### src/sv/dcsg_pkg.sv
// Types and constants of the drive command safety gate.
package dcsg_pkg;

	localparam int unsigned ElapsedW = 17;
	localparam logic [ElapsedW-1:0] ELAPSED_MAX = '1;

	localparam logic [7:0] MAX_STOP_REASON = 8'd3;
	localparam logic [7:0] ECHO_MAX_LEN    = 8'd64;
	localparam logic [7:0] SEQ_HALF        = 8'd128;
	localparam logic [7:0] DRIVE_LEN       = 8'd5;
	localparam logic [7:0] STOP_LEN        = 8'd1;
	localparam logic [7:0] RESET_LEN       = 8'd4;

	localparam logic [15:0] TIMEOUT_RESET = 16'd500;

	// register indexes
	localparam logic [1:0] REG_MAX_SPEED     = 2'd0;
	localparam logic [1:0] REG_MAX_STEERING  = 2'd1;
	localparam logic [1:0] REG_TIMEOUT_TICKS = 2'd2;

	// item kinds
	localparam logic OP_FRAME = 1'b0;
	localparam logic OP_TICK  = 1'b1;

	localparam logic [2:0] KIND_DRIVE = 3'd0;
	localparam logic [2:0] KIND_STOP  = 3'd1;
	localparam logic [2:0] KIND_RESET = 3'd2;
	localparam logic [2:0] KIND_ECHO  = 3'd3;

	typedef enum logic [2:0] {
		ST_ACCEPT     = 3'd0,
		ST_INVALID    = 3'd1,
		ST_REARM      = 3'd2,
		ST_UNCONFIG   = 3'd3,
		ST_DUP_SEQ    = 3'd4,
		ST_UNKNOWN    = 3'd5,
		ST_NO_EVENT   = 3'd6
	} status_t;

	typedef enum logic [2:0] {
		ACT_NONE    = 3'd0,
		ACT_DRIVE   = 3'd1,
		ACT_STOP    = 3'd2,
		ACT_FAULT   = 3'd3,
		ACT_ECHO    = 3'd4,
		ACT_TIMEOUT = 3'd5
	} action_t;

	typedef struct packed {
		logic [14:0] max_speed;
		logic [14:0] max_steering;
		logic [15:0] timeout_ticks;
	} cfg_t;

	typedef struct packed {
		logic [7:0]          last_seq;
		logic                seq_known;
		logic                timed_out;
		logic                rearm;
		logic [ElapsedW-1:0] elapsed;
	} gate_state_t;

	typedef struct packed {
		logic        op;
		logic [2:0]  msg_kind;
		logic [7:0]  seq_number;
		logic [7:0]  payload_len;
		logic [31:0] payload_word;
		logic [7:0]  payload_byte4;
	} item_t;

	typedef struct packed {
		status_t            status;
		action_t            action;
		logic signed [15:0] speed;
		logic signed [15:0] steering;
		logic               enable;
		logic [31:0]        value;
	} result_t;

endpackage

### src/sv/dcsg_cfg.sv
// Configuration registers: speed and steering limits, timeout length.
module dcsg_cfg (
	input  logic         clk,
	input  logic         arst_n,
	input  logic         cfg_we,
	input  logic [1:0]   cfg_index,
	input  logic [15:0]  cfg_data,
	output dcsg_pkg::cfg_t cfg
);

	dcsg_pkg::cfg_t cfg_q;

	always_ff @(posedge clk or negedge arst_n) begin
		if (!arst_n) begin
			cfg_q.max_speed     <= '0;
			cfg_q.max_steering  <= '0;
			cfg_q.timeout_ticks <= dcsg_pkg::TIMEOUT_RESET;
		end else if (cfg_we) begin
			unique case (cfg_index)
				dcsg_pkg::REG_MAX_SPEED:     cfg_q.max_speed     <= cfg_data[14:0];
				dcsg_pkg::REG_MAX_STEERING:  cfg_q.max_steering  <= cfg_data[14:0];
				dcsg_pkg::REG_TIMEOUT_TICKS: cfg_q.timeout_ticks <= cfg_data;
				default: ; // unused index, write dropped
			endcase
		end
	end

	assign cfg = cfg_q;

endmodule

### src/sv/dcsg_eval.sv
// Per-item decision logic: frame checks, sequence window, watchdog tick.
module dcsg_eval (
	input  dcsg_pkg::cfg_t        cfg,
	input  dcsg_pkg::gate_state_t st,
	input  dcsg_pkg::item_t       item,
	output dcsg_pkg::gate_state_t nxt,
	output dcsg_pkg::result_t     res
);

	logic signed [15:0] spd;
	logic signed [15:0] str;
	logic [15:0] spd_abs;
	logic [15:0] str_abs;
	logic neutral;
	logic configured;
	logic in_limits;
	logic [7:0] seq_diff;
	logic seq_ok;
	logic [dcsg_pkg::ElapsedW-1:0] el_inc;
	logic fire;

	assign spd     = item.payload_word[15:0];
	assign str     = item.payload_word[31:16];
	// 16-bit magnitude; the most negative value maps to 0x8000, still correct unsigned
	assign spd_abs = spd[15] ? 16'(-spd) : spd;
	assign str_abs = str[15] ? 16'(-str) : str;
	assign neutral = (item.payload_byte4 == 8'd0) && (spd == 16'sd0) && (str == 16'sd0);
	assign configured = (cfg.max_speed != '0) && (cfg.max_steering != '0);
	assign in_limits  = (spd_abs <= {1'b0, cfg.max_speed})
		&& (str_abs <= {1'b0, cfg.max_steering});

	// forward window: difference mod 256 in 1..127
	assign seq_diff = item.seq_number - st.last_seq;
	assign seq_ok   = !st.seq_known
		|| ((seq_diff != 8'd0) && (seq_diff < dcsg_pkg::SEQ_HALF));

	assign el_inc = (st.elapsed == dcsg_pkg::ELAPSED_MAX) ? st.elapsed
		: st.elapsed + dcsg_pkg::ElapsedW'(1);
	assign fire   = el_inc > {1'b0, cfg.timeout_ticks};

	always_comb begin
		nxt          = st;
		res.status   = dcsg_pkg::ST_NO_EVENT;
		res.action   = dcsg_pkg::ACT_NONE;
		res.speed    = '0;
		res.steering = '0;
		res.enable   = 1'b0;
		res.value    = '0;
		if (item.op == dcsg_pkg::OP_TICK) begin
			if (!st.timed_out) begin
				nxt.elapsed = el_inc;
				if (fire) begin
					nxt.timed_out = 1'b1;
					nxt.rearm     = 1'b1;
					nxt.seq_known = 1'b0;
					res.action    = dcsg_pkg::ACT_TIMEOUT;
				end
			end
		end else begin
			case (item.msg_kind)
				dcsg_pkg::KIND_DRIVE: begin
					if (item.payload_len != dcsg_pkg::DRIVE_LEN || item.payload_byte4 > 8'd1)
						res.status = dcsg_pkg::ST_INVALID;
					else if (st.rearm && !neutral)
						res.status = dcsg_pkg::ST_REARM;
					else if (!neutral && !configured)
						res.status = dcsg_pkg::ST_UNCONFIG;
					else if (!neutral && (item.payload_byte4 == 8'd0 || !in_limits))
						res.status = dcsg_pkg::ST_INVALID;
					else if (!seq_ok)
						res.status = dcsg_pkg::ST_DUP_SEQ;
					else begin
						res.status    = dcsg_pkg::ST_ACCEPT;
						res.action    = dcsg_pkg::ACT_DRIVE;
						res.speed     = spd;
						res.steering  = str;
						res.enable    = item.payload_byte4[0];
						nxt.last_seq  = item.seq_number;
						nxt.seq_known = 1'b1;
						nxt.elapsed   = '0;
						nxt.timed_out = 1'b0;
						nxt.rearm     = 1'b0;
					end
				end
				dcsg_pkg::KIND_STOP: begin
					if (item.payload_len != dcsg_pkg::STOP_LEN
						|| item.payload_word[7:0] > dcsg_pkg::MAX_STOP_REASON)
						res.status = dcsg_pkg::ST_INVALID;
					else if (!seq_ok)
						res.status = dcsg_pkg::ST_DUP_SEQ;
					else begin
						res.status    = dcsg_pkg::ST_ACCEPT;
						res.action    = dcsg_pkg::ACT_STOP;
						res.value     = {24'd0, item.payload_word[7:0]};
						nxt.last_seq  = item.seq_number;
						nxt.seq_known = 1'b1;
						nxt.rearm     = 1'b1;
					end
				end
				dcsg_pkg::KIND_RESET: begin
					if (item.payload_len != dcsg_pkg::RESET_LEN)
						res.status = dcsg_pkg::ST_INVALID;
					else if (!seq_ok)
						res.status = dcsg_pkg::ST_DUP_SEQ;
					else begin
						res.status    = dcsg_pkg::ST_ACCEPT;
						res.action    = dcsg_pkg::ACT_FAULT;
						res.value     = item.payload_word;
						nxt.last_seq  = item.seq_number;
						nxt.seq_known = 1'b1;
					end
				end
				dcsg_pkg::KIND_ECHO: begin
					if (item.payload_len > dcsg_pkg::ECHO_MAX_LEN)
						res.status = dcsg_pkg::ST_INVALID;
					else if (!seq_ok)
						res.status = dcsg_pkg::ST_DUP_SEQ;
					else begin
						res.status    = dcsg_pkg::ST_ACCEPT;
						res.action    = dcsg_pkg::ACT_ECHO;
						res.value     = {24'd0, item.seq_number};
						nxt.last_seq  = item.seq_number;
						nxt.seq_known = 1'b1;
					end
				end
				default: res.status = dcsg_pkg::ST_UNKNOWN;
			endcase
		end
	end

endmodule

### src/sv/drive_command_safety_gate.sv
// Top level of the drive command safety gate: handshake, state and result registers.
//
// Drive command safety gate. Each input item is either a decoded command frame
// (op = 0) or a one-millisecond tick (op = 1), and each one yields exactly one
// result item. An accepted item is held in the input register, then the
// decision logic writes the result register and updates the gate state in
// the same edge. A new item is accepted every cycle; throughput is one item
// per clock, limited only by the downstream stall, which backs up through the
// result register into the input register. Drive frames are checked for
// length, enable byte, rearm latch, configured limits (both limits nonzero)
// and the absolute speed and steering limits; stop frames for length and
// reason range, fault-reset and echo frames for length; every frame that
// passes must also lie in the forward sequence window (1..127 ahead, mod 256)
// once a sequence is known. Ticks advance a saturating 17-bit elapsed
// counter; passing timeout_ticks forces a neutral drive, sets the rearm latch
// and forgets the sequence. After reset the gate is timed out and needs
// rearm. Configuration writes take effect at once and belong in idle periods.
module drive_command_safety_gate (
	input  logic               clk,
	input  logic               arst_n,
	// configuration
	input  logic               cfg_we,
	input  logic [1:0]         cfg_index,
	input  logic [15:0]        cfg_data,
	// input channel
	input  logic               in_valid,
	output logic               in_stall,
	input  logic               op,
	input  logic [2:0]         msg_kind,
	input  logic [7:0]         seq_number,
	input  logic [7:0]         payload_len,
	input  logic [31:0]        payload_word,
	input  logic [7:0]         payload_byte4,
	// result channel
	output logic               out_valid,
	input  logic               out_stall,
	output logic [2:0]         status,
	output logic [2:0]         action,
	output logic signed [15:0] speed_out,
	output logic signed [15:0] steering_out,
	output logic               enable_out,
	output logic [31:0]        action_value,
	output logic               is_timed_out,
	output logic               needs_rearm
);

	dcsg_pkg::cfg_t        cfg;
	dcsg_pkg::item_t       item_s1;
	logic                  valid_s1;
	dcsg_pkg::gate_state_t state_q;
	dcsg_pkg::gate_state_t state_nxt;
	dcsg_pkg::result_t     res;
	dcsg_pkg::result_t     res_q;
	logic                  out_valid_q;
	logic                  timed_out_q;
	logic                  rearm_q;
	logic                  adv;
	logic                  in_acc;

	dcsg_cfg u_cfg (
		.clk       (clk),
		.arst_n    (arst_n),
		.cfg_we    (cfg_we),
		.cfg_index (cfg_index),
		.cfg_data  (cfg_data),
		.cfg       (cfg)
	);

	// result register free, or being drained this cycle
	assign adv      = !out_valid_q || !out_stall;
	// input register holds only when it cannot move on
	assign in_stall = valid_s1 && !adv;
	assign in_acc   = in_valid && !in_stall;

	// input register
	always_ff @(posedge clk or negedge arst_n) begin
		if (!arst_n) begin
			valid_s1 <= 1'b0;
		end else if (in_acc) begin
			valid_s1 <= 1'b1;
		end else if (adv) begin
			valid_s1 <= 1'b0;
		end
	end

	always_ff @(posedge clk) begin
		if (in_acc) begin
			item_s1.op            <= op;
			item_s1.msg_kind      <= msg_kind;
			item_s1.seq_number    <= seq_number;
			item_s1.payload_len   <= payload_len;
			item_s1.payload_word  <= payload_word;
			item_s1.payload_byte4 <= payload_byte4;
		end
	end

	dcsg_eval u_eval (
		.cfg  (cfg),
		.st   (state_q),
		.item (item_s1),
		.nxt  (state_nxt),
		.res  (res)
	);

	// gate state commits when the item moves into the result register
	always_ff @(posedge clk or negedge arst_n) begin
		if (!arst_n) begin
			state_q.last_seq  <= '0;
			state_q.seq_known <= 1'b0;
			state_q.timed_out <= 1'b1;
			state_q.rearm     <= 1'b1;
			state_q.elapsed   <= '0;
			out_valid_q       <= 1'b0;
		end else if (adv) begin
			out_valid_q <= valid_s1;
			if (valid_s1) begin
				state_q <= state_nxt;
			end
		end
	end

	// result payload
	always_ff @(posedge clk) begin
		if (adv && valid_s1) begin
			res_q       <= res;
			timed_out_q <= state_nxt.timed_out;
			rearm_q     <= state_nxt.rearm;
		end
	end

	assign out_valid    = out_valid_q;
	assign status       = res_q.status;
	assign action       = res_q.action;
	assign speed_out    = res_q.speed;
	assign steering_out = res_q.steering;
	assign enable_out   = res_q.enable;
	assign action_value = res_q.value;
	assign is_timed_out = timed_out_q;
	assign needs_rearm  = rearm_q;

endmodule

### config.mk
export PLATFORM = sky130hd
export DESIGN_NAME = drive_command_safety_gate
export DESIGN_NICKNAME = d
export VERILOG_FILES = /design/src/sv/dcsg_pkg.sv /design/src/sv/dcsg_cfg.sv /design/src/sv/dcsg_eval.sv /design/src/sv/drive_command_safety_gate.sv
export SDC_FILE = /design/constraint.sdc
export NUM_CORES = 1
export LEC_CHECK = 0
export BUFFER_PORTS_ARGS = -buffer_cell sky130_fd_sc_hd__buf_2
export CAP_MARGIN = 30
export CORE_ASPECT_RATIO = 1.4
export CORE_UTILIZATION = 35
export CTS_CLUSTER_DIAMETER = 60
export CTS_CLUSTER_SIZE = 8
export DETAILED_ROUTE_END_ITERATION = 8
export SLEW_MARGIN = 25
export SYNTH_ARGS = -nofsm -noshare
export SYNTH_HDL_FRONTEND = slang
export SYNTH_SLANG_ARGS = --single-unit
export TNS_END_PERCENT = 5
### constraint.sdc
create_clock -name clk -period 9.45 [get_ports clk]
set_input_delay 0 -clock clk [delete_from_list [all_inputs] [get_ports clk]]
set_output_delay 0 -clock clk [all_outputs]
set_load 0.03 [all_outputs]
Word level (Yosys, flattened, before mapping)

Index checks and enable logic that the tools add are counted.
Widths: inputs -> output; s select.

Flip-flop bits (word level): 209
Input port bits: 83
Output and inout port bits: 75
Logic and storage cells: 168

Add/sub/neg operators: 4
$lt $le $gt $ge: 7
Eq/ne operators: 31
Mux-type cells: 54
Bitwise gates (word level): 3
Reductions and logical operators: 45

Operators by type and width:

| cell                  | number |
|---|---|
| $mux 36               | 4 |
| $mux 28               | 5 |
| $mux 32               | 4 |
| $pmux 32 s3           | 1 |
| $mux 3                | 16 |
| $mux 20               | 2 |
| $mux 9                | 4 |
| $pmux 9 s4            | 1 |
| $mux 17               | 2 |
| $mux 34               | 1 |
| $le 16x15->1          | 2 |
| $logic_not 16->1      | 2 |
| $mux 16               | 2 |
| $neg 16->16           | 2 |
| $reduce_bool 15->1    | 2 |
| $ne 2x2->1 const B    | 12 |
| $pmux 3 s4            | 2 |
| $ne 3x3->1 const B    | 7 |
| $add 17x1->17 const B | 1 |
| $eq 17x17->1 const B  | 1 |
| $gt 17x16->1          | 1 |
| $mux 8                | 2 |
| $ne 8x3->1 const B    | 2 |
| $reduce_and 13->1     | 1 |
| other kinds (30)      | 65 |

Depth between registers and ports, before layout

Gate-level depths: netlist of the first run.

Word-level depth: 13
Gate-level depth with buffers: 17
Depth with buffers taken out: 16

Modules after synthesis

A second synthesis of the first run with hierarchy kept.

Cells, all modules: 895
Area, all modules: 10784.1 um2

By module, submodules not included:

| module                    | instances | cells an instance | area an instance (um2) | sequential area each (um2) |
|---|---|---|---|---|
| drive_command_safety_gate | 1         | 200               | 5175.0                 | 4747.1 |
| dcsg_eval                 | 1         | 597               | 3854.9                 | 0.0 |
| dcsg_cfg                  | 1         | 98                | 1754.2                 | 1158.6 |

Least setup slack after synthesis of the first run

OpenSTA, ideal clock, no wires.

Path type: reg-to-reg
Start point: reg item_s1[31] (netlist bit)
End point: reg state_q[20] (netlist bit)
Library setup time: 0.125 ns
Arrival: 4.047 ns
Data required time: 9.325 ns
Slack: 5.279 ns
Stages on the path, launching flop included: 15
Buffers on the path: 0
Clock period less this slack: 4.171 ns
Cell sequence: edfxtp_1 > or4_4 > or3_1 > or3_4 > nand2_1 > xnor2_1 > ha_1 > nand3_1 > nor2_1 > or4_1 > nor3_1 > o2111a_1 > nand4_1 > a21oi_4 > mux2_2

Cells in the longest elaborated chain, start to end: 9
Elaborated cells on any way between the ends: 16
Classes of those cells: add/sub: 1; order compare: 1; eq/ne: 3; mux: 1; reduce/logical: 10

RTL lines:

| item                          | line                             | source |
|---|---|---|
| start: declaration            | drive_command_safety_gate.sv:48  | `dcsg_pkg::item_t item_s1;` |
| $neg 16->16                   | dcsg_eval.sv:26                  | `assign str_abs = str[15] ? 16'(-str) : str;` |
| $mux 16                       | dcsg_eval.sv:26                  |  |
| $le 16x15->1                  | dcsg_eval.sv:30                  | `&& (str_abs <= {1'b0, cfg.max_steering});` |
| $logic_and 1x1->1             | dcsg_eval.sv:30                  |  |
| $logic_not 1->1               | dcsg_eval.sv:68                  | `else if (!neutral && (item.payload_byte4 == 8'd0 \|\| !in_limits))` |
| $logic_or 1x1->1              | dcsg_eval.sv:68                  |  |
| $logic_and 1x1->1             | dcsg_eval.sv:68                  |  |
| $ne 2x2->1 (no line)          | n/a                              |  |
| $reduce_and 12->1 (no line) * | n/a                              |  |
| end signal: assignment        | drive_command_safety_gate.sv:117 | `state_q <= state_nxt;` |
| end: declaration              | drive_command_safety_gate.sv:50  | `dcsg_pkg::gate_state_t state_q;` |

Mark *: on every way between the ends. The rest lies on a longest branch, timed or not.
A chain may end at the register's enable or synchronous reset.

Final worst setup path of the first run

Start point: reg item_s1[12] (netlist bit)
End point: reg res_q (netlist bit steering_out[9]), data pin

Cells in the longest elaborated chain, start to end: 8
Elaborated cells on any way between the ends: 14
Classes of those cells: add/sub: 1; order compare: 1; mux: 1; reduce/logical: 11

RTL lines:

| item                        | line                             | source |
|---|---|---|
| $neg 16->16                 | dcsg_eval.sv:25                  | `assign spd_abs = spd[15] ? 16'(-spd) : spd;` |
| $mux 16                     | dcsg_eval.sv:25                  |  |
| $le 16x15->1                | dcsg_eval.sv:29                  | `assign in_limits = (spd_abs <= {1'b0, cfg.max_speed})` |
| $logic_and 1x1->1           | dcsg_eval.sv:30                  |  |
| $logic_not 1->1             | dcsg_eval.sv:68                  |  |
| $logic_or 1x1->1            | dcsg_eval.sv:68                  |  |
| $logic_and 1x1->1           | dcsg_eval.sv:68                  |  |
| $reduce_or 7->1 (no line) * | n/a                              |  |
| end signal: assignment      | drive_command_safety_gate.sv:125 | `res_q <= res;` |
| end: declaration            | drive_command_safety_gate.sv:53  | `dcsg_pkg::result_t res_q;` |

Marks and branches as above.

==> results of run 1 <==
==> layer usage <==
metal,vias to the layer above,GRT usage (%),routed length [um]
met5,-,0,0
met3,45,2.07,1000
met4,0,7.70,914
met2,185,32.7,14800
li1,3933,-,-
met1,3868,21.6,11700
==> per-stage QoR <==
| step | worst slack, ns | total power [W] | hold slack [ns] | utilization (%) |
|---|---|---|---|---|
| finish | 4.63 | 0.00257 | 0.0241 | 45.5 |
| global route | 4.27 | 0.00268 | 0.0506 | 45.5 |
| CTS | 4.49 | 0.00259 | 0.000754 | 45.4 |
| detailed placement | 4.51 | 0.00157 | -0.0301 | 39.8 |
| global placement | 4.63 | 0.00155 | -0.0363 | 39.7 |
| floorplan | 5.28 | 0.00142 | -0.296 | - |
==> flip-flops by register name, summed over array words and instances, names as in the netlist <==
| signal | cells |
|---|---|
| steering_out | 16 |
| speed_out | 16 |
| item_s1 | 60 |
| is_timed_out | 1 |
| state_q | 28 |
| valid_s1 | 1 |
| action_value | 32 |
| out_valid | 1 |
| u_cfg.cfg | 46 |
| needs_rearm | 1 |
| enable_out | 1 |
| status | 3 |
| action | 3 |
==> cell usage after synthesis (all sizes together), types with 5 or more instances <==
cell / n / area [sq um]
o22ai: 5 / 31.3
nand2: 83 / 312
nand2b: 9 / 56.3
a21o: 7 / 52.6
clkbuf: 33 / 124
a22oi: 14 / 105
edfxtp: 133 / 3990
nor4: 23 / 159
ha: 56 / 701
mux2: 42 / 473
a21oi: 32 / 183
nor2: 45 / 169
or4: 9 / 71.3
dfstp: 8 / 210
nor3: 23 / 120
o31ai: 10 / 75.1
and2: 56 / 350
or3: 9 / 61.3
nand4: 14 / 87.6
nand3: 17 / 85.1
o21a: 5 / 37.5
xor2: 10 / 87.6
inv: 68 / 255
a31oi: 6 / 37.5
xnor2: 35 / 307
nor2b: 7 / 43.8
dfrtp: 68 / 1700
o21ai: 56 / 280
a211oi: 5 / 37.5
==> critical path, stage by stage, from the launching register on <==
cell	delay (ns)
edfxtp_1	0.49
or4_1	0.67
or3_1	0.47
o41ai_1	0.34
xnor2_1	0.11
ha_1	0.28
nand3_1	0.13
nor4_1	0.34
and4_1	0.26
o211ai_1	0.12
nor2_1	0.25
a21oi_4	0.20
nor3_2	0.50
buf_4	0.34
and2_1	0.16
==> cells by family (layout without fill, tap and decap cells) <==
| logic type | after synthesis | count (layout) | share of synthesized area [%] |
|---|---|---|---|
| compound gates | 168 | 168 | 10.3 |
| xor+xnor | 45 | 45 | 3.68 |
| fa+ha+maj | 57 | 57 | 6.74 |
| buf+inv | 104 | 376 | 3.69 |
| flops | 209 | 209 | 55.2 |
| mux | 43 | 43 | 4.51 |
| simple gates | 318 | 318 | 15.9 |
==> final timing paths <==
check / depth (start not counted) / slack (ns) / end
max in group asynchronous: 3 / 8.34 / state_q[26]$_DFFE_PN0P_
min: 4 / 0.02 / u_cfg.cfg[43]$_DFFE_PN0P_
max reg2reg: 14 / 4.63 / steering_out[9]$_SDFFCE_PP0P_
min reg2reg: 1 / 0.49 / out_valid$_DFFE_PN0N_
max: 14 / 4.63 / steering_out[9]$_SDFFCE_PP0P_
min in group asynchronous: 3 / 0.24 / valid_s1$_DFFE_PN0P_
==> report_power, final <==
part | total [W] | switching, W | internal (W)
clock | 0.000993 | 0.000387 | 0.000606
sequential | 0.00114 | 0.0000641 | 0.00107
combinational | 0.000440 | 0.000250 | 0.000190
total | 0.00257 | 0.000701 | 0.00187
==> layout make-up <==
cell class	instances	share of cell area, %
flip-flops and latches	209	43.3
inverters	69	1.91
multi-input cells	631	32.3
repair buffers	251	12.6
clock inverters	2	0.0733
well taps	385	3.53
clock buffers	54	6.31
==> impl_metrics.toml, run 1 <==
[setup_path]
end_kind = "flip-flop"
crit_start = "item_s1[12]$_DFFE_PP_"
crit_arrival_ns = 5.22
critPathLaunchType = "flip-flop"
cp_data_required_time_ns = 9.86
cp_max_fo = 21
critPathKind = "reg2reg"
rr_startpoint = "item_s1[12]$_DFFE_PP_"

[sta]
max-slew-margin-rel_pct = 43.9
grt_setup_unrepaired = "false"
fin_setup_tns_ns = 0
setup_viol = 0
fmax_ghz = 0.208
post-route-min-period_ns = 4.82
fin_crit_sh_pct = 51.0
tightest_slew_ns = 0.842
hold_violations = 0
drv_slew = 0
skew_ns = 0.0167

[yosys]
ys_warn_count = 0
synth_nets = 1084
synth-seq-cells = 209
syn_area_sq_mm = 0.0107
synth_cells = 944
synth_edf_count = 133
ys_seq_area_share_pct = 55.2
synth-main-ff-cell = "edfxtp_1"
synth-async-reset-ratio_pct = 36.4
syn_area_per_cell_sq_um = 11.3
synth.distinct_cells = 67

[clock_network]
clkTransAtPathRegs_ns = 0.05
clockBufferDepth = 3
cts-root-buf = "clkbuf_16"
cts-resized-gates = 0
clock-sinks = 209
cts_made_buffers = 30
tritoncts = "yes"
ctsHtreeMaxLevel = 1
clk_latency_ns = 0.55
post_cts_buffers = 0
cts_hold_buffers = 82

[floorplanning]
rows = 75
num_io_pins = 158
start_util_pct = 35.6
die_w_um = 150
fp.dieH_um = 209
dieArea_sq_mm = 0.0313
core_sq_mm = 0.0300

[layout]
diodes = 0
fillCellCount = 2861
final_common_cell = "buf_2"
final_cell_mix = "157 x buf_2, 133 x edfxtp_1, 83 x nand2_1, 82 x dlygate4sd3_1"
multi_input_area_sq_mm = 0.00442
fin_area_sq_mm = 0.0137
area_growth_pct = 27.6
nNetsFinal = 1332
stdcell_count = 1601
area.sequential_sq_mm = 0.00591
drive_gt1_share_pct = 22.5

[route]
drc_errors = 0
routed_wl_um = 28400
num_vias = 8031
first_pass_iters = 5
vias_per_cell = 5.02
ant_nets = 0
routedWlPerCell_um = 17.8
dr.first_iter.drc_count = 489

[worst_hold_path]
hold_path.class = "in2reg"
hp-start = "cfg_index[0]"

[placement]
dp_cells = 1462
port_buffers = 157
place_area_sq_mm = 0.0120
routabilityCongestion = 0.909
dp_hpwl_um = 20700

[power]
power.density_mw_per_mm2 = 188
p_leak_nw = 5.71
peakVddDrop_mv = 0.144

[global_routing]
grt_use_total_pct = 18.2
antenna_found_initial = 0
grt_pass1_vias = 8015
grt_pass1_wl_um = 43400
grt_max_degree = 64
grt.overflow.total = 0

[status]
status = "completed"

[run]
max_cap_viol_count = 0
No activity file was read; power rests on OpenSTA's default activity.
==> inputs of run 2 (changes only) <==
--- a/config.mk
+++ b/config.mk
@@ -5,6 +5,7 @@
 export SDC_FILE = /design/constraint.sdc
 export NUM_CORES = 1
 export LEC_CHECK = 0
+export ABC_AREA = 1
 export BUFFER_PORTS_ARGS = -buffer_cell sky130_fd_sc_hd__buf_2
 export CAP_MARGIN = 30
 export CORE_ASPECT_RATIO = 1.4
==> constraint.sdc (replaced) <==
create_clock -name clk -period 4.9 [get_ports clk]
set_input_delay 0 -clock clk [delete_from_list [all_inputs] [get_ports clk]]
set_output_delay 0 -clock clk [all_outputs]
set_load 0.03 [all_outputs]
==> impl_metrics.toml, run 2 <==
[floorplanning]
die_w_um = 152
dieArea_sq_mm = 0.0324
num_io_pins = 158
rows = 76
start_util_pct = 35.8
fp.dieH_um = 213
core_sq_mm = 0.0310

[setup_path]
critPathLaunchType = "flip-flop"
critPathKind = "reg2reg"
end_kind = "flip-flop"
cp_max_fo = 15
crit_arrival_ns = 4.11
cp_data_required_time_ns = 5.33

[power]
power.density_mw_per_mm2 = 389
p_leak_nw = 6.42
p_sw_w = 0.00171
switching_share_pct = 31.4
internal_power_w = 0.00374
peakVddDrop_mv = 0.260
clockPowerShare_pct = 35.5
p_comb_share_pct = 23.1
p_seq_share_pct = 41.3

[sta]
setup_viol = 0
fmax_ghz = 0.272
fin_setup_tns_ns = 0
hold_violations = 3
skew_ns = 0.0196
drv_slew = 0
whs_ns = -0.0250
max-slew-margin-rel_pct = 40.6
fin_crit_sh_pct = 75.0
grt_setup_unrepaired = "false"
tightest_slew_ns = 0.888
post-route-min-period_ns = 3.68

[worst_hold_path]
hold_path.class = "in2reg"

[route]
num_vias = 9064
routed_wl_um = 31300
dr.first_iter.drc_count = 598
vias_per_cell = 4.91
routedWlPerCell_um = 17.0
first_pass_iters = 7
ant_nets = 0
drc_errors = 6

[global_routing]
grt_pass1_vias = 8930
grt_max_degree = 61
antenna_found_initial = 0
grt_use_total_pct = 19.5
grt_pass1_wl_um = 48400
grt.overflow.total = 0

[layout]
fin_area_sq_mm = 0.0140
largest_register = "item_s1"
final_common_cell = "nand2_1"
drive_gt1_share_pct = 18.6
final_cell_mix = "241 x nand2_1, 165 x inv_1, 156 x buf_2, 133 x edfxtp_1, 83 x dlygate4sd3_1"
area_growth_pct = 26.3
largest_reg_flops = 60
fillCellCount = 3007
diodes = 0
nNetsFinal = 1574

[yosys]
synth_area_leaders = "edfxtp_1 36%, dfrtp_1 15%, nand2_1 8.2%"
synth_cells = 1184
yosysMostFrequentCell = "nand2_1"
synth_edf_count = 133
ys_warn_count = 0
synth_nets = 1324
synth-seq-cells = 209
synth_top_area_share_pct = 36.0
synth.distinct_cells = 52
yosysTopAreaCell = "edfxtp_1"
ys_seq_area_share_pct = 53.3
synth-async-reset-ratio_pct = 36.4
synth.top_cells.by_count = "241 x nand2_1, 166 x inv_1, 133 x edfxtp_1"
syn_area_per_cell_sq_um = 9.36
synth-main-ff-cell = "edfxtp_1"
syn_area_sq_mm = 0.0111

[status]
violations = "design-rule violations, negative hold slack"
status = "finished with violations"

[clock_network]
ctsHtreeMaxLevel = 1
tritoncts = "yes"
clockBufferDepth = 3
cts_made_buffers = 30
cts-root-buf = "clkbuf_16"
clock-sinks = 209
clk_latency_ns = 0.55
clkTransAtPathRegs_ns = 0.05

[placement]
place_area_sq_mm = 0.0123
dp_hpwl_um = 22900
routabilityCongestion = 0.901
port_buffers = 157

[run]
max_cap_viol_count = 0
## run 2: changes by cell type after synthesis, sizes merged, moves of 10 or more
cell,previous run,this run
a22oi,14,0
and2,56,1
clkbuf,33,23
inv,68,176
mux2,42,0
nand2,83,259
nand3,17,78
nand4,14,29
nor2,45,84
nor3,23,76
nor4,23,7
o21ai,56,67
xnor2,35,6
xor2,10,30
## run 2: cell families (layout without fill, tap and decap cells)
group | after synthesis | in the layout | synth area share [%]
AO/OA/AOI/OAI | 130 | 130 | 6.72
XOR/XNOR | 36 | 36 | 2.84
adder cells (fa/ha/maj) | 57 | 57 | 6.50
buffers and inverters | 208 | 481 | 7.35
flip-flops | 209 | 209 | 53.3
multiplexers | 1 | 1 | 0.0903
AND/OR/NAND/NOR | 543 | 543 | 23.2
## run 2: cell type report
type,instances,area [sq um],area share [%]
Clock buffer,54,872,6.23
Clock inverter,1,6.26,0.0447
Inverter,178,669,4.78
Multi-Input combinational cell,767,4370,31.2
Sequential cell,209,5910,42.2
Tap cell,390,488,3.48
Timing Repair Buffer,248,1690,12.1
## run 2: critical path: stages (launching register included)
cell      delay [ns]
edfxtp_1        0.38
inv_1           0.16
ha_1            0.16
inv_1           0.05
nor3_2          0.19
nand3_2         0.12
clkinv_2        0.08
nand3_2         0.10
o21ai_0         0.21
xor2_1          0.16
ha_1            0.25
and3_1          0.16
nand2_1         0.07
nand2_1         0.06
nor2_2          0.10
nand2_1         0.05
nand2_1         0.11
nand4_2         0.12
nand2_4         0.12
nand2_4         0.10
nand2_2         0.08
nand2_2         0.07
nor2_4          0.39
inv_1           0.14
nand2_1         0.08
nand2_1         0.04
## run 2: what timing repair did
action	CTS	global route
endpoints found under the hold margin	176	6
hold buffers	80	3
gates resized for setup	0	0
buffers inserted	0	0
## run 2: metal layers
metal | wire (um) | global-route usage (%)
met5 | 0 | 0
met1 | 12500 | 22.9
met3 | 1480 | 2.47
met2 | 16300 | 35.7
met4 | 1060 | 8.25
## run 2: power by group through the flow
stage | clock network [W] | logic, W | registers, W
3_5_place_dp | 0 | 0.00121 | 0.00228
2_1_floorplan | 0 | 0.000771 | 0.00235
6_report | 0.00193 | 0.00126 | 0.00225
5_1_grt | 0.00204 | 0.00141 | 0.00227
3_3_place_gp | 0 | 0.00118 | 0.00228
4_1_cts | 0.00197 | 0.00126 | 0.00225
## run 2: path summary, 6_finish.rpt
path | start | slack (ns) | to | cells after the start
worst max-delay path | item_s1[8]$_DFFE_PP_ | 1.22 | state_q[27]$_DFFE_PN0P_ | 25
worst min-delay path | cfg_index[1] | -0.02 | u_cfg.cfg[24]$_DFFE_PN0P_ | 4
worst max register to register | item_s1[8]$_DFFE_PP_ | 1.22 | state_q[27]$_DFFE_PN0P_ | 25
worst min register to register | state_q[17]$_DFFE_PN1P_ | 0.48 | state_q[17]$_DFFE_PN1P_ | 2
max in group asynchronous | arst_n | 3.73 | u_cfg.cfg[14]$_DFFE_PN0P_ | 3
min in group asynchronous | arst_n | 0.17 | state_q[4]$_DFFE_PN0P_ | 3
## run 2: metrics by stage
step / cells / hold WS [ns] / utilization, % / setup slack [ns] / power (W)
4_1_cts: 1842 / 0.141 / 45.0 / 1.24 / 0.00548
6_report: 1847 / -0.0250 / 45.2 / 1.22 / 0.00544
2_1_floorplan: 1184 / -0.296 / - / 1.30 / 0.00312
5_1_grt: 1847 / 0.00458 / 45.2 / 0.862 / 0.00572
3_5_place_dp: 1707 / -0.105 / 39.6 / 1.24 / 0.00349
3_3_place_gp: 1707 / -0.104 / 39.6 / 1.38 / 0.00346
==> inputs of run 3 (changes only) <==
--- a/config.mk
+++ b/config.mk
@@ -5,7 +5,7 @@
 export SDC_FILE = /design/constraint.sdc
 export NUM_CORES = 1
 export LEC_CHECK = 0
-export ABC_AREA = 1
+export ABC_AREA = 0
 export BUFFER_PORTS_ARGS = -buffer_cell sky130_fd_sc_hd__buf_2
 export CAP_MARGIN = 30
 export CORE_ASPECT_RATIO = 1.4
==> constraint.sdc (replaced) <==
create_clock -name clk -period 3.6 [get_ports clk]
set_input_delay 0 -clock clk [delete_from_list [all_inputs] [get_ports clk]]
set_output_delay 0 -clock clk [all_outputs]
set_load 0.03 [all_outputs]
==> impl_metrics.toml, run 3 (synthesis gave the netlist of run 1 again) <==
[status]
status = "finished with violations"
violations = "negative setup slack"

[setup_path]
cp_max_fo = 4
slowest_stage = "or4_4"
rr_endpoint = "state_q[22]$_DFFE_PN0P_"
crit_arrival_ns = 4.68
rr_startpoint = "item_s1[34]$_DFFE_PP_"
r2r_slack_ns = -0.64
critPathLaunchType = "flip-flop"
crit_family = "simple AND/OR/NAND/NOR gates"
end_kind = "flip-flop"
critPathKind = "reg2reg"
cp_data_required_time_ns = 4.04
cp_cell_sequence = "or4_4 -> or3_4 -> or3_4 -> nand2_2 -> xnor2_2 -> ha_1 -> nand3_2 -> nor2_2 -> or4_4 -> nor3_4 -> o2111a_2 -> nand4_1 -> a21oi_4 -> buf_6 -> buf_16 -> mux2_4"
r2r_cells = 16
slowest_delay_ns = 0.55
critPathBufInv = 2

[route]
routedWlPerCell_um = 17.5
routed_wl_um = 30000
first_pass_iters = 5
num_vias = 8514
dr.first_iter.drc_count = 394
vias_per_cell = 4.96
ant_nets = 0
drc_errors = 0

[power]
finalPower_w = 0.00696
p_leak_nw = 6.33
peakVddDrop_mv = 0.365
power.density_mw_per_mm2 = 471

[global_routing]
antenna_found_initial = 0
grt.overflow.total = 0
grt_pass1_vias = 8653
grt_pass1_wl_um = 46400
grt_use_met1_pct = 22.6
top_usage_layer = "met2"
grt_use_total_pct = 19.4
grt_use_met2_pct = 35.8
grt_max_degree = 82
met3_usage_pct = 2.18

[floorplanning]
core_sq_mm = 0.0300
fp.dieH_um = 209
start_util_pct = 35.6
num_io_pins = 158
rows = 75
die_w_um = 150
dieArea_sq_mm = 0.0313

[clock_network]
cts_made_buffers = 30
clockBufferDepth = 3
clkTransAtPathRegs_ns = 0.05
tritoncts = "yes"
ctsHtreeMaxLevel = 1
cts-root-buf = "clkbuf_16"
clock-sinks = 209
clk_latency_ns = 0.55

[layout]
stdcell_count = 1716
final_common_cell = "buf_2"
nNetsFinal = 1447
area_growth_pct = 38.2
drive_gt1_share_pct = 31.0
final_cell_mix = "157 x buf_2, 133 x edfxtp_1, 110 x buf_4, 89 x dlygate4sd3_1, 81 x nand2_1"
diodes = 0
largest_reg_flops = 60
largest_register = "item_s1"
fin_area_sq_mm = 0.0148

[sta]
fin_crit_sh_pct = 118
fin_ws_ns = -0.640
setup_viol = 64
hold_violations = 0
fmax_ghz = 0.236
tightest_slew_ns = 0.828
drv_slew = 0
skew_ns = 0.0224
whs_ns = 0.0447
grt_setup_unrepaired = "true"
max-slew-margin-rel_pct = 44.8
post-route-min-period_ns = 4.24

[placement]
dp_hpwl_um = 21700
place_area_sq_mm = 0.0127
routabilityCongestion = 0.860
dp_cells = 1560
port_buffers = 157

[run]
max_cap_viol_count = 0

[worst_hold_path]
hp-start = "cfg_index[1]"
hold_path.class = "in2reg"
holdPathEnd = "u_cfg.cfg[43]$_DFFE_PN0P_"
worstHoldPathCells = 4
-- run 3: worst register-to-register path, cell delays in order, from the launching register on --
cell and delay, ns:
edfxtp_1 0.38, or4_4 0.55, or3_4 0.36, or3_4 0.34, nand2_2 0.09, xnor2_2 0.11
ha_1 0.26, nand3_2 0.11, nor2_2 0.04, or4_4 0.55, nor3_4 0.14, o2111a_2 0.26
nand4_1 0.19, a21oi_4 0.24, buf_6 0.13, buf_16 0.11, mux2_4 0.28
-- run 3: worst max-delay path by stage --
stage | end | from | cells past startpoint | slack (ns)
floorplan | state_q[20]$_DFFE_PN0P_ | item_s1[32]$_DFFE_PP_ | 14 | -0.55
global placement | state_q[25]$_DFFE_PN0P_ | item_s1[34]$_DFFE_PP_ | 15 | -0.79
detailed placement | state_q[27]$_DFFE_PN0P_ | item_s1[34]$_DFFE_PP_ | 15 | -0.79
CTS | status[2]$_SDFFCE_PP1P_ | item_s1[34]$_DFFE_PP_ | 16 | -0.64
global route | state_q[22]$_DFFE_PN0P_ | item_s1[34]$_DFFE_PP_ | 16 | -0.75
finish | state_q[22]$_DFFE_PN0P_ | item_s1[34]$_DFFE_PP_ | 16 | -0.64
-- run 3: power by group --
| part | leakage (nW) | switching (W) | internal (W) |
|---|---|---|---|
| logic | 3.73 | 0.000729 | 0.000603 |
| clock network | 0.429 | 0.00102 | 0.00166 |
| registers | 2.17 | 0.000147 | 0.00281 |
| total | 6.33 | 0.00189 | 0.00507 |
-- run 3: metrics by stage --
| stage | setup slack, ns | TNS [ns] | util [%] |
|---|---|---|---|
| after floorplan | -0.547 | -22.45 | - |
| after global routing | -0.747 | -42.03 | 49.3 |
| after global placement | -0.792 | -39.75 | 42.4 |
| after CTS | -0.639 | -35.39 | 48.8 |
| final | -0.640 | -34.93 | 49.3 |
| after detailed placement | -0.789 | -40.20 | 42.4 |
-- run 3: what timing repair did --
item                                    in CTS  in global routing
resized for setup                           23                 33
hold endpoints to repair                   134                  0
hold buffers                                89                  0
setup buffers                                5                  6
endpoints found under the setup margin      67                 67
pin swaps                                    8                 18
gates cloned                                 1                  0
-- run 3: final cells by class --
cell class                      count  area (sq um)
Timing Repair Buffer              366          2650
Clock buffer                       56           901
Multi-Input combinational cell    631          4590
Tap cell                          385           482
Sequential cell                   209          5910
Fill cell                        2778         15200
Inverter                           69           260
-- run 3: routing by layer --
metal | wire, um | part of all wire, % | vias to the layer above
li1 | - | - | 4161
met1 | 11900 | 40 | 4133
met2 | 16200 | 54 | 178
met3 | 1020 | 3.4 | 42
met4 | 848 | 2.8 | 0
met5 | 0 | 0 | -
